===== src/hw/rtl/block_rms_level_macros.svh =====
// ----------------------------------------------------------------------------
// block_rms_level_macros.svh
// Assertion helper macros for the block RMS level meter.
// ----------------------------------------------------------------------------
`ifndef BLOCK_RMS_LEVEL_MACROS_SVH
`define BLOCK_RMS_LEVEL_MACROS_SVH

`ifndef SYNTH
// cons must hold in the same cycle as ante
`define BRMS_ASSERT_SAME(label, clk, rstn, ante, cons) \
    label: assert property (@(posedge clk) disable iff (!rstn) (ante) |-> (cons)) \
        else $error("brms assertion failed");
// cons must hold in the cycle after ante
`define BRMS_ASSERT_NEXT(label, clk, rstn, ante, cons) \
    label: assert property (@(posedge clk) disable iff (!rstn) (ante) |=> (cons)) \
        else $error("brms assertion failed");
`else
`define BRMS_ASSERT_SAME(label, clk, rstn, ante, cons)
`define BRMS_ASSERT_NEXT(label, clk, rstn, ante, cons)
`endif

`endif


===== src/hw/rtl/brms_pkg.sv =====
// ----------------------------------------------------------------------------
// brms_pkg
// Shared widths and types for the block RMS level meter.
// ----------------------------------------------------------------------------
package brms_pkg;

    localparam int MAX_BLOCK   = 4096;
    localparam int SAMPLE_BITS = 16;

    // square of a magnitude up to 2^(SAMPLE_BITS-1)
    localparam int SQ_W    = 2 * SAMPLE_BITS - 1;
    localparam int COUNT_W = $clog2(MAX_BLOCK + 1);
    localparam int SUM_W   = SQ_W + $clog2(MAX_BLOCK);
    localparam int ROOT_W  = SAMPLE_BITS;

    localparam int IN_TDATA_W  = ((SAMPLE_BITS + 7) / 8) * 8;
    localparam int OUT_TDATA_W = ((ROOT_W + COUNT_W + 7) / 8) * 8;

    localparam int QUEUE_DEPTH = 2;
    localparam int QPTR_W      = $clog2(QUEUE_DEPTH);
    localparam int QCNT_W      = $clog2(QUEUE_DEPTH + 1);

    // one closed block, handed from the front to the back
    typedef struct packed {
        logic [SUM_W-1:0]   sum;
        logic [COUNT_W-1:0] count;
        logic               truncated;
    } blk_t;

endpackage


===== src/hw/rtl/brms_front.sv =====
// ----------------------------------------------------------------------------
// brms_front
// Sample intake: squares each sample, counts and accumulates the block,
// and hands a closed block to the queue.
// ----------------------------------------------------------------------------
module brms_front
    import brms_pkg::*;
(
    input  logic                   aclk,
    input  logic                   aresetn,
    input  logic                   s_tvalid,
    output logic                   s_tready,
    input  logic [SAMPLE_BITS-1:0] sample,
    input  logic                   block_end,
    input  logic                   q_ready,
    output logic                   q_push,
    output blk_t                   q_blk
);

    logic [COUNT_W-1:0]     cnt_reg, cnt_next;
    logic [SUM_W-1:0]       sum_reg, sum_next;
    logic                   st_valid_reg, st_valid_next;
    logic [SQ_W-1:0]        st_sq_reg;
    logic                   st_close_reg;
    logic                   st_trunc_reg;
    logic [COUNT_W-1:0]     st_cnt_reg;

    logic                   accept;
    logic                   st_fire;
    logic [COUNT_W-1:0]     cnt_inc;
    logic                   close;
    logic [SAMPLE_BITS-1:0] mag;
    logic [2*SAMPLE_BITS-1:0] sq_full;
    logic [SUM_W-1:0]       sum_add;

    assign st_fire  = st_valid_reg && (!st_close_reg || q_ready);
    assign s_tready = !st_valid_reg || st_fire;
    assign accept   = s_tvalid && s_tready;

    assign cnt_inc = cnt_reg + COUNT_W'(1);
    assign close   = block_end || (cnt_inc == COUNT_W'(MAX_BLOCK));

    // two's complement negate wraps the most negative code onto 2^(N-1)
    assign mag     = sample[SAMPLE_BITS-1] ? (~sample + SAMPLE_BITS'(1)) : sample;
    assign sq_full = mag * mag;
    assign sum_add = sum_reg + SUM_W'(st_sq_reg);

    assign q_push          = st_fire && st_close_reg;
    assign q_blk.sum       = sum_add;
    assign q_blk.count     = st_cnt_reg;
    assign q_blk.truncated = st_trunc_reg;

    always_comb begin
        cnt_next      = cnt_reg;
        sum_next      = sum_reg;
        st_valid_next = st_valid_reg;
        if (accept) begin
            cnt_next = close ? '0 : cnt_inc;
        end
        if (st_fire) begin
            sum_next = st_close_reg ? '0 : sum_add;
        end
        if (accept) begin
            st_valid_next = 1'b1;
        end else if (st_fire) begin
            st_valid_next = 1'b0;
        end
    end

    always_ff @(posedge aclk) begin
        if (!aresetn) begin
            cnt_reg      <= '0;
            sum_reg      <= '0;
            st_valid_reg <= 1'b0;
        end else begin
            cnt_reg      <= cnt_next;
            sum_reg      <= sum_next;
            st_valid_reg <= st_valid_next;
        end
    end

    always_ff @(posedge aclk) begin
        if (accept) begin
            st_sq_reg    <= sq_full[SQ_W-1:0];
            st_close_reg <= close;
            st_trunc_reg <= !block_end;
            st_cnt_reg   <= cnt_inc;
        end
    end

endmodule


===== src/hw/rtl/brms_queue.sv =====
// ----------------------------------------------------------------------------
// brms_queue
// Short register FIFO of closed blocks between intake and the root unit.
// ----------------------------------------------------------------------------
`include "block_rms_level_macros.svh"

module brms_queue
    import brms_pkg::*;
(
    input  logic aclk,
    input  logic aresetn,
    input  logic push,
    input  blk_t push_blk,
    output logic ready,
    input  logic pop,
    output logic empty,
    output blk_t head
);

    blk_t              mem_reg [QUEUE_DEPTH];
    logic [QPTR_W-1:0] wr_ptr_reg, wr_ptr_next;
    logic [QPTR_W-1:0] rd_ptr_reg, rd_ptr_next;
    logic [QCNT_W-1:0] cnt_reg, cnt_next;
    logic              full;

    assign full  = (cnt_reg == QCNT_W'(QUEUE_DEPTH));
    assign ready = !full;
    assign empty = (cnt_reg == '0);
    assign head  = mem_reg[rd_ptr_reg];

    function automatic logic [QPTR_W-1:0] ptr_inc(input logic [QPTR_W-1:0] p);
        logic [QPTR_W-1:0] r;
        if (p == QPTR_W'(QUEUE_DEPTH - 1)) begin
            r = '0;
        end else begin
            r = p + QPTR_W'(1);
        end
        return r;
    endfunction

    always_comb begin
        wr_ptr_next = push ? ptr_inc(wr_ptr_reg) : wr_ptr_reg;
        rd_ptr_next = pop ? ptr_inc(rd_ptr_reg) : rd_ptr_reg;
        cnt_next    = cnt_reg;
        if (push && !pop) begin
            cnt_next = cnt_reg + QCNT_W'(1);
        end else if (pop && !push) begin
            cnt_next = cnt_reg - QCNT_W'(1);
        end
    end

    always_ff @(posedge aclk) begin
        if (!aresetn) begin
            wr_ptr_reg <= '0;
            rd_ptr_reg <= '0;
            cnt_reg    <= '0;
        end else begin
            wr_ptr_reg <= wr_ptr_next;
            rd_ptr_reg <= rd_ptr_next;
            cnt_reg    <= cnt_next;
        end
    end

    always_ff @(posedge aclk) begin
        if (push) begin
            mem_reg[wr_ptr_reg] <= push_blk;
        end
    end

    `BRMS_ASSERT_SAME(a_no_overflow, aclk, aresetn, push, !full)
    `BRMS_ASSERT_SAME(a_no_underflow, aclk, aresetn, pop, !empty)

endmodule


===== src/hw/rtl/brms_back.sv =====
// ----------------------------------------------------------------------------
// brms_back
// Root unit: restoring divide of the block sum by its count, then a
// digit-by-digit square root, into a registered result stage.
// ----------------------------------------------------------------------------
`include "block_rms_level_macros.svh"

module brms_back
    import brms_pkg::*;
(
    input  logic               aclk,
    input  logic               aresetn,
    input  logic               q_empty,
    input  blk_t               q_head,
    output logic               q_pop,
    output logic               m_tvalid,
    input  logic               m_tready,
    output logic [ROOT_W-1:0]  level,
    output logic [COUNT_W-1:0] sample_count,
    output logic               truncated
);

    localparam logic [1:0] ST_IDLE = 2'd0;
    localparam logic [1:0] ST_DIV  = 2'd1;
    localparam logic [1:0] ST_SQRT = 2'd2;
    localparam logic [1:0] ST_LOAD = 2'd3;

    localparam int STEP_W = $clog2(SUM_W);
    localparam logic [SQ_W-1:0] PROBE_START = SQ_W'(1) << (2 * (ROOT_W - 1));
    localparam logic [SQ_W-1:0] ROOT_MAX    = SQ_W'(1) << (ROOT_W - 1);

    logic [1:0]         state_reg, state_next;
    logic [SUM_W-1:0]   quo_reg, quo_next;
    logic [COUNT_W-1:0] rem_reg, rem_next;
    logic [COUNT_W-1:0] div_reg, div_next;
    logic [STEP_W-1:0]  step_reg, step_next;
    logic [SQ_W-1:0]    x_reg, x_next;
    logic [SQ_W-1:0]    res_reg, res_next;
    logic [SQ_W-1:0]    probe_reg, probe_next;
    logic [COUNT_W-1:0] blk_cnt_reg, blk_cnt_next;
    logic               blk_trunc_reg, blk_trunc_next;

    logic               m_valid_reg, m_valid_next;
    logic [ROOT_W-1:0]  level_reg;
    logic [COUNT_W-1:0] count_reg;
    logic               trunc_reg;

    logic [COUNT_W:0]   trial;
    logic               trial_ge;
    logic [SUM_W-1:0]   quo_step;
    logic [SQ_W:0]      cand;
    logic               cand_ge;
    logic               load_out;

    // one quotient bit per cycle; remainder always below the divisor
    assign trial    = {rem_reg, quo_reg[SUM_W-1]};
    assign trial_ge = (trial >= {1'b0, div_reg});
    assign quo_step = {quo_reg[SUM_W-2:0], trial_ge};

    // one root bit per cycle
    assign cand    = {1'b0, res_reg} + {1'b0, probe_reg};
    assign cand_ge = ({1'b0, x_reg} >= cand);

    assign q_pop    = (state_reg == ST_IDLE) && !q_empty;
    assign load_out = (state_reg == ST_LOAD) && (!m_valid_reg || m_tready);

    always_comb begin
        state_next     = state_reg;
        quo_next       = quo_reg;
        rem_next       = rem_reg;
        div_next       = div_reg;
        step_next      = step_reg;
        x_next         = x_reg;
        res_next       = res_reg;
        probe_next     = probe_reg;
        blk_cnt_next   = blk_cnt_reg;
        blk_trunc_next = blk_trunc_reg;
        unique case (state_reg)
            ST_IDLE: begin
                if (q_pop) begin
                    quo_next       = q_head.sum;
                    div_next       = q_head.count;
                    rem_next       = '0;
                    step_next      = '0;
                    blk_cnt_next   = q_head.count;
                    blk_trunc_next = q_head.truncated;
                    state_next     = ST_DIV;
                end
            end
            ST_DIV: begin
                quo_next  = quo_step;
                rem_next  = trial_ge ? COUNT_W'(trial - {1'b0, div_reg})
                                     : trial[COUNT_W-1:0];
                step_next = step_reg + STEP_W'(1);
                if (step_reg == STEP_W'(SUM_W - 1)) begin
                    // mean never exceeds the largest square
                    x_next     = quo_step[SQ_W-1:0];
                    res_next   = '0;
                    probe_next = PROBE_START;
                    state_next = ST_SQRT;
                end
            end
            ST_SQRT: begin
                if (cand_ge) begin
                    x_next   = x_reg - cand[SQ_W-1:0];
                    res_next = (res_reg >> 1) + probe_reg;
                end else begin
                    res_next = res_reg >> 1;
                end
                probe_next = probe_reg >> 2;
                if (probe_reg[0]) begin
                    state_next = ST_LOAD;
                end
            end
            ST_LOAD: begin
                if (load_out) begin
                    state_next = ST_IDLE;
                end
            end
            default: begin
                state_next = ST_IDLE;
            end
        endcase
    end

    always_comb begin
        m_valid_next = m_valid_reg;
        if (load_out) begin
            m_valid_next = 1'b1;
        end else if (m_tready) begin
            m_valid_next = 1'b0;
        end
    end

    always_ff @(posedge aclk) begin
        if (!aresetn) begin
            state_reg   <= ST_IDLE;
            m_valid_reg <= 1'b0;
        end else begin
            state_reg   <= state_next;
            m_valid_reg <= m_valid_next;
        end
    end

    always_ff @(posedge aclk) begin
        quo_reg       <= quo_next;
        rem_reg       <= rem_next;
        div_reg       <= div_next;
        step_reg      <= step_next;
        x_reg         <= x_next;
        res_reg       <= res_next;
        probe_reg     <= probe_next;
        blk_cnt_reg   <= blk_cnt_next;
        blk_trunc_reg <= blk_trunc_next;
        if (load_out) begin
            level_reg <= res_reg[ROOT_W-1:0];
            count_reg <= blk_cnt_reg;
            trunc_reg <= blk_trunc_reg;
        end
    end

    assign m_tvalid     = m_valid_reg;
    assign level        = level_reg;
    assign sample_count = count_reg;
    assign truncated    = trunc_reg;

    `BRMS_ASSERT_SAME(a_rem_below_div, aclk, aresetn, state_reg == ST_DIV, rem_reg < div_reg)
    `BRMS_ASSERT_NEXT(a_pop_starts_div, aclk, aresetn, q_pop, state_reg == ST_DIV)
    `BRMS_ASSERT_SAME(a_root_in_range, aclk, aresetn, load_out, res_reg <= ROOT_MAX)

endmodule


===== src/hw/rtl/block_rms_level.sv =====
// ----------------------------------------------------------------------------
// block_rms_level
// Block RMS level meter: streams signed Q1.15 samples, reports the floored
// RMS of each block as unsigned Q1.15 with its length and a truncation flag.
// ----------------------------------------------------------------------------
// Samples are taken one per cycle; a sample with tlast closes its block, and
// a block that reaches 4096 samples without tlast closes by itself and is
// reported with tuser set. Intake squares each sample and sums the block; a
// closed block waits in a two-entry queue for the root unit, which pops it
// in its idle state, then runs the restoring divide (one quotient bit a
// cycle over the 43-bit sum) and the square root (one root bit a cycle) and
// loads the result register, waiting there while the output is stalled.
// Intake keeps taking samples while the root unit works; it stalls only
// when a block closes while the queue already holds two blocks. So blocks
// that take as long to arrive as the root unit spends on a block stream at
// one sample per cycle while the output is not stalled, and shorter blocks
// are paced by the root unit.
// ----------------------------------------------------------------------------
module block_rms_level
    import brms_pkg::*;
(
    input  logic                   aclk,
    input  logic                   aresetn,
    // sample input
    input  logic                   s_tvalid,
    output logic                   s_tready,
    input  logic [IN_TDATA_W-1:0]  s_tdata,   // [15:0] sample (signed Q1.15)
    input  logic                   s_tlast,   // block_end
    // level output
    output logic                   m_tvalid,
    input  logic                   m_tready,
    output logic [OUT_TDATA_W-1:0] m_tdata,   // [15:0] level, [28:16] sample_count
    output logic                   m_tuser    // truncated
);

    logic               q_ready;
    logic               q_push;
    blk_t               q_push_blk;
    logic               q_pop;
    logic               q_empty;
    blk_t               q_head;
    logic [ROOT_W-1:0]  level;
    logic [COUNT_W-1:0] sample_count;

    // intake: square and accumulate
    brms_front u_front (
        .aclk      (aclk),
        .aresetn   (aresetn),
        .s_tvalid  (s_tvalid),
        .s_tready  (s_tready),
        .sample    (s_tdata[SAMPLE_BITS-1:0]),
        .block_end (s_tlast),
        .q_ready   (q_ready),
        .q_push    (q_push),
        .q_blk     (q_push_blk)
    );

    // closed blocks waiting for the root unit
    brms_queue u_queue (
        .aclk     (aclk),
        .aresetn  (aresetn),
        .push     (q_push),
        .push_blk (q_push_blk),
        .ready    (q_ready),
        .pop      (q_pop),
        .empty    (q_empty),
        .head     (q_head)
    );

    // mean and root, result register
    brms_back u_back (
        .aclk         (aclk),
        .aresetn      (aresetn),
        .q_empty      (q_empty),
        .q_head       (q_head),
        .q_pop        (q_pop),
        .m_tvalid     (m_tvalid),
        .m_tready     (m_tready),
        .level        (level),
        .sample_count (sample_count),
        .truncated    (m_tuser)
    );

    // pack fields from the low end, zero fill to the byte
    assign m_tdata = OUT_TDATA_W'({sample_count, level});

endmodule

===== config.mk =====
export PLATFORM = sky130hd
export DESIGN_NAME = block_rms_level
export DESIGN_NICKNAME = d
export VERILOG_FILES = /design/src/hw/rtl/brms_pkg.sv /design/src/hw/rtl/brms_front.sv /design/src/hw/rtl/brms_queue.sv /design/src/hw/rtl/brms_back.sv /design/src/hw/rtl/block_rms_level.sv
export VERILOG_INCLUDE_DIRS = /design/src /design/src/hw/rtl
export SDC_FILE = /design/constraint.sdc
export NUM_CORES = 1
export LEC_CHECK = 0
export ABC_AREA = 0
export BUFFER_PORTS_ARGS = -buffer_cell sky130_fd_sc_hd__buf_2
export CAP_MARGIN = 0
export CORE_ASPECT_RATIO = 1.2
export CORE_MARGIN = 4
export CORE_UTILIZATION = 57
export DETAILED_ROUTE_END_ITERATION = 8
export PLACE_DENSITY_LB_ADDON = 0.08
export SLEW_MARGIN = 20
export SYNTH_ARGS = -nofsm -noshare
export SYNTH_HDL_FRONTEND = slang
export SYNTH_SLANG_ARGS = --single-unit

===== constraint.sdc =====
create_clock -name aclk -period 9.6 [get_ports aclk]
set_input_delay 0.96 -clock aclk [delete_from_list [all_inputs] [get_ports aclk]]
set_output_delay 0.96 -clock aclk [all_outputs]
set_load 0.1 [all_outputs]

==> impl_metrics.csv <==
group,metric,value,unit
final_layout,drive_above_1_share,0.07503,
floorplan,dieArea,54310,sq um
clock_network,postCtsSetupBuffers,0,
global_routing,gr-total-overflow,0,
route,vias_per_cell,5.874,
worst_setup_path,critical_path_class,"input port to flip-flop",
floorplan,pin_count,56,
worst_setup_path,cp.arrival,8.94,ns
sta,clock_skew,0.01332,ns
route,ant_nets,0,
sta,slew_headroom,0.2467,
sta,fin_tns_setup,0,ns
floorplan,rows,90,
global_routing,grt_pass1_vias,20650,
global_routing,grt_util_met3,0.02461,
yosys,yosysUniqueCellTypes,78,
placed_design,gp_congestion,1.011,
route,routedWlPerCell,18.67,um
worst_setup_path,critPathMaxFanout,11,
route,totalWireLength,65020,um
sta,fin_crit,8.641,ns
sta,slew_violations,0,
placed_design,place_ws,0.3842,ns
clock_network,clock-sinks,408,
clock_network,cts_hold_buf,0,
floorplan,core_region_area,50220,sq um
placed_design,place_area,29820,sq um
clock_network,path_clk_slew,0.06,ns
floorplan,die_width,213.4,um
clock_network,clockRootBuffer,"clkbuf_16",
sta,hold_violations,0,
yosys,postSynthCellCount,2759,
final_layout,final_util,0.6237,
clock_network,cts_max_level,2,
final_layout,largest_register_ffs,114,
placed_design,post-dp-hpwl,49840,um
final_layout,antennaDiodeCount,0,
worst_setup_path,endpoint_kind,"flip-flop",
clock_network,cts_resized,0,
global_routing,antenna_found_initial,0,
yosys,ys_async_sr_fraction,0,
global_routing,grt_start_max_net_pins,107,
global_routing,grt_use_total,0.2381,
clock_network,clock_path_buffers,3,
global_routing,grt-busiest-layer,"met2",
clock_network,cts_buffers,43,
final_layout,syn2layout_area_growth,8.550,%
sta,rsz0062_at_grt,"false",
placed_design,portBuffers,52,
hold_path,min_path_type,"flip-flop to flip-flop",
yosys,yosysWarnings,0,
sta,worst_pin_slew,1.122,ns
route,vias,20460,
sta,setup_viol,0,
final_layout,nets,3203,
worst_setup_path,cp_data_required_time,9.90,ns
yosys,synth_edf_count,343,
final_layout,final_area,31330,sq um
sta,max_freq,0.1157,GHz
outcome,status,"completed",
sta,period_share,0.9001,
global_routing,grt_use_met2,0.4350,
worst_setup_path,crit_path_start_kind,"input port",
sta,layout_setup_ws,0.9595,ns
route,drc_errors,0,
yosys,syn_area,28860,sq um
yosys,ys_ff_latch,408,
flow_run,max_cap_viol_count,0,
clock_network,clock_latency,0.56,ns
floorplan,start_util,0.5746,
route,drt-initial-drc-count,1417,
global_routing,grt_pass1_wl,104800,um
global_routing,met1_usage,0.2898,
yosys,synth_ff_type,"edfxtp_1",
floorplan,die_h,254.5,um
clock_network,cts_tree,"done",
yosys,synth_seq_area_share,0.4020,
route,drtPass1Iterations,5,
yosys,syn_area_per_cell,10.46,sq um
worst max-delay path: stages:
cell and delay [ns]:
buf_2 0.15, or4_1 0.53, or3_4 0.37, or3_1 0.49, o31a_4 0.35, xnor2_4 0.38
inv_2 0.21, nand2_1 0.14, inv_1 0.07, fa_1 0.50, fa_1 0.53, fa_1 0.52
fa_1 0.52, fa_1 0.54, inv_1 0.05, fa_1 0.52, inv_1 0.04, ha_1 0.36
nand2_1 0.10, o211ai_1 0.11, a211oi_1 0.26, o21ai_0 0.16, and2_1 0.19, nor4b_1 0.28
buf_4 0.18, nor3_1 0.05, or3b_1 0.37
cells by family after synthesis:
family / Yosys count / share of synthesized area
AND/OR/NAND/NOR: 743 / 0.1217
flip-flops: 408 / 0.4020
buffers and inverters: 395 / 0.05277
other: 2 / 0.0002602
multiplexers: 88 / 0.03169
adder cells (fa/ha/maj): 378 / 0.2073
AO/OA/AOI/OAI: 569 / 0.1302
XOR/XNOR: 176 / 0.05407
per-stage QoR:
step	std cells	hold slack (ns)
6_report	3483	0.4478
5_1_grt	3483	0.4676
4_1_cts	3483	0.4450
2_1_floorplan	2771	0.4003
3_3_place_gp	3403	0.4089
3_5_place_dp	3403	0.4240
cell usage after synthesis, types with 39 or more instances:
cell type,n,area (sq um)
edfxtp_1,343,10300
inv_1,297,1115
nand2_1,253,949.7
ha_1,211,2640
nor2_1,188,705.7
fa_1,167,3343
o21ai_0,127,635.6
a21oi_1,123,615.6
xnor2_1,108,945.9
clkbuf_1,78,292.8
xor2_1,67,586.8
dfxtp_1,65,1301
mux2i_1,61,610.6
a21o_1,44,330.3
nand3_1,43,215.2
nor3_1,42,210.2
a31oi_1,39,244.0
layout by cell type, fill, tap and decap left out, types with 31 or more instances in the layout:
| cell | instances |
|---|---|
| xnor2_1 | 108 |
| edfxtp_1 | 343 |
| a21o_1 | 44 |
| xor2_1 | 67 |
| nand3_1 | 43 |
| buf_2 | 52 |
| a21oi_1 | 121 |
| inv_1 | 296 |
| nor2_1 | 187 |
| clkbuf_16 | 44 |
| fa_1 | 167 |
| nor3_1 | 42 |
| ha_1 | 209 |
| dfxtp_1 | 64 |
| nand2_1 | 253 |
| o21ai_0 | 127 |
| a211oi_1 | 31 |
| mux2i_1 | 61 |
| nor2b_1 | 37 |
| a31oi_1 | 39 |
cell type report:
| type | count | area, sq um |
|---|---|---|
| Clock buffer | 56 | 1176 |
| Clock inverter | 24 | 325.3 |
| Fill cell | 4039 | 18900 |
| Inverter | 304 | 1141 |
| Multi-Input combinational cell | 1968 | 15810 |
| Sequential cell | 408 | 11600 |
| Tap cell | 644 | 805.8 |
| Timing Repair Buffer | 79 | 462.9 |
per-layer routing:
layer	up-vias	wire, um
met4	0	2760
met5	-	0
met2	497	33780
met3	154	2390
li1	9830	-
met1	9979	26090
worst paths after layout:
path,start,end,slack [ns],depth (start not counted)
max,s_tdata[0],u_front.st_sq_reg[30],0.96,27
min,u_front.st_cnt_reg[2],u_queue.mem_reg[0][3],0.45,0
max reg2reg,u_back.probe_reg[0],u_back.x_reg[14],3.06,18
min reg2reg,u_front.st_cnt_reg[2],u_queue.mem_reg[0][3],0.45,0
Power is left out: the tool's default activity adds up to more than one toggle a clock period on the data nets, which glitch-free logic cannot reach.
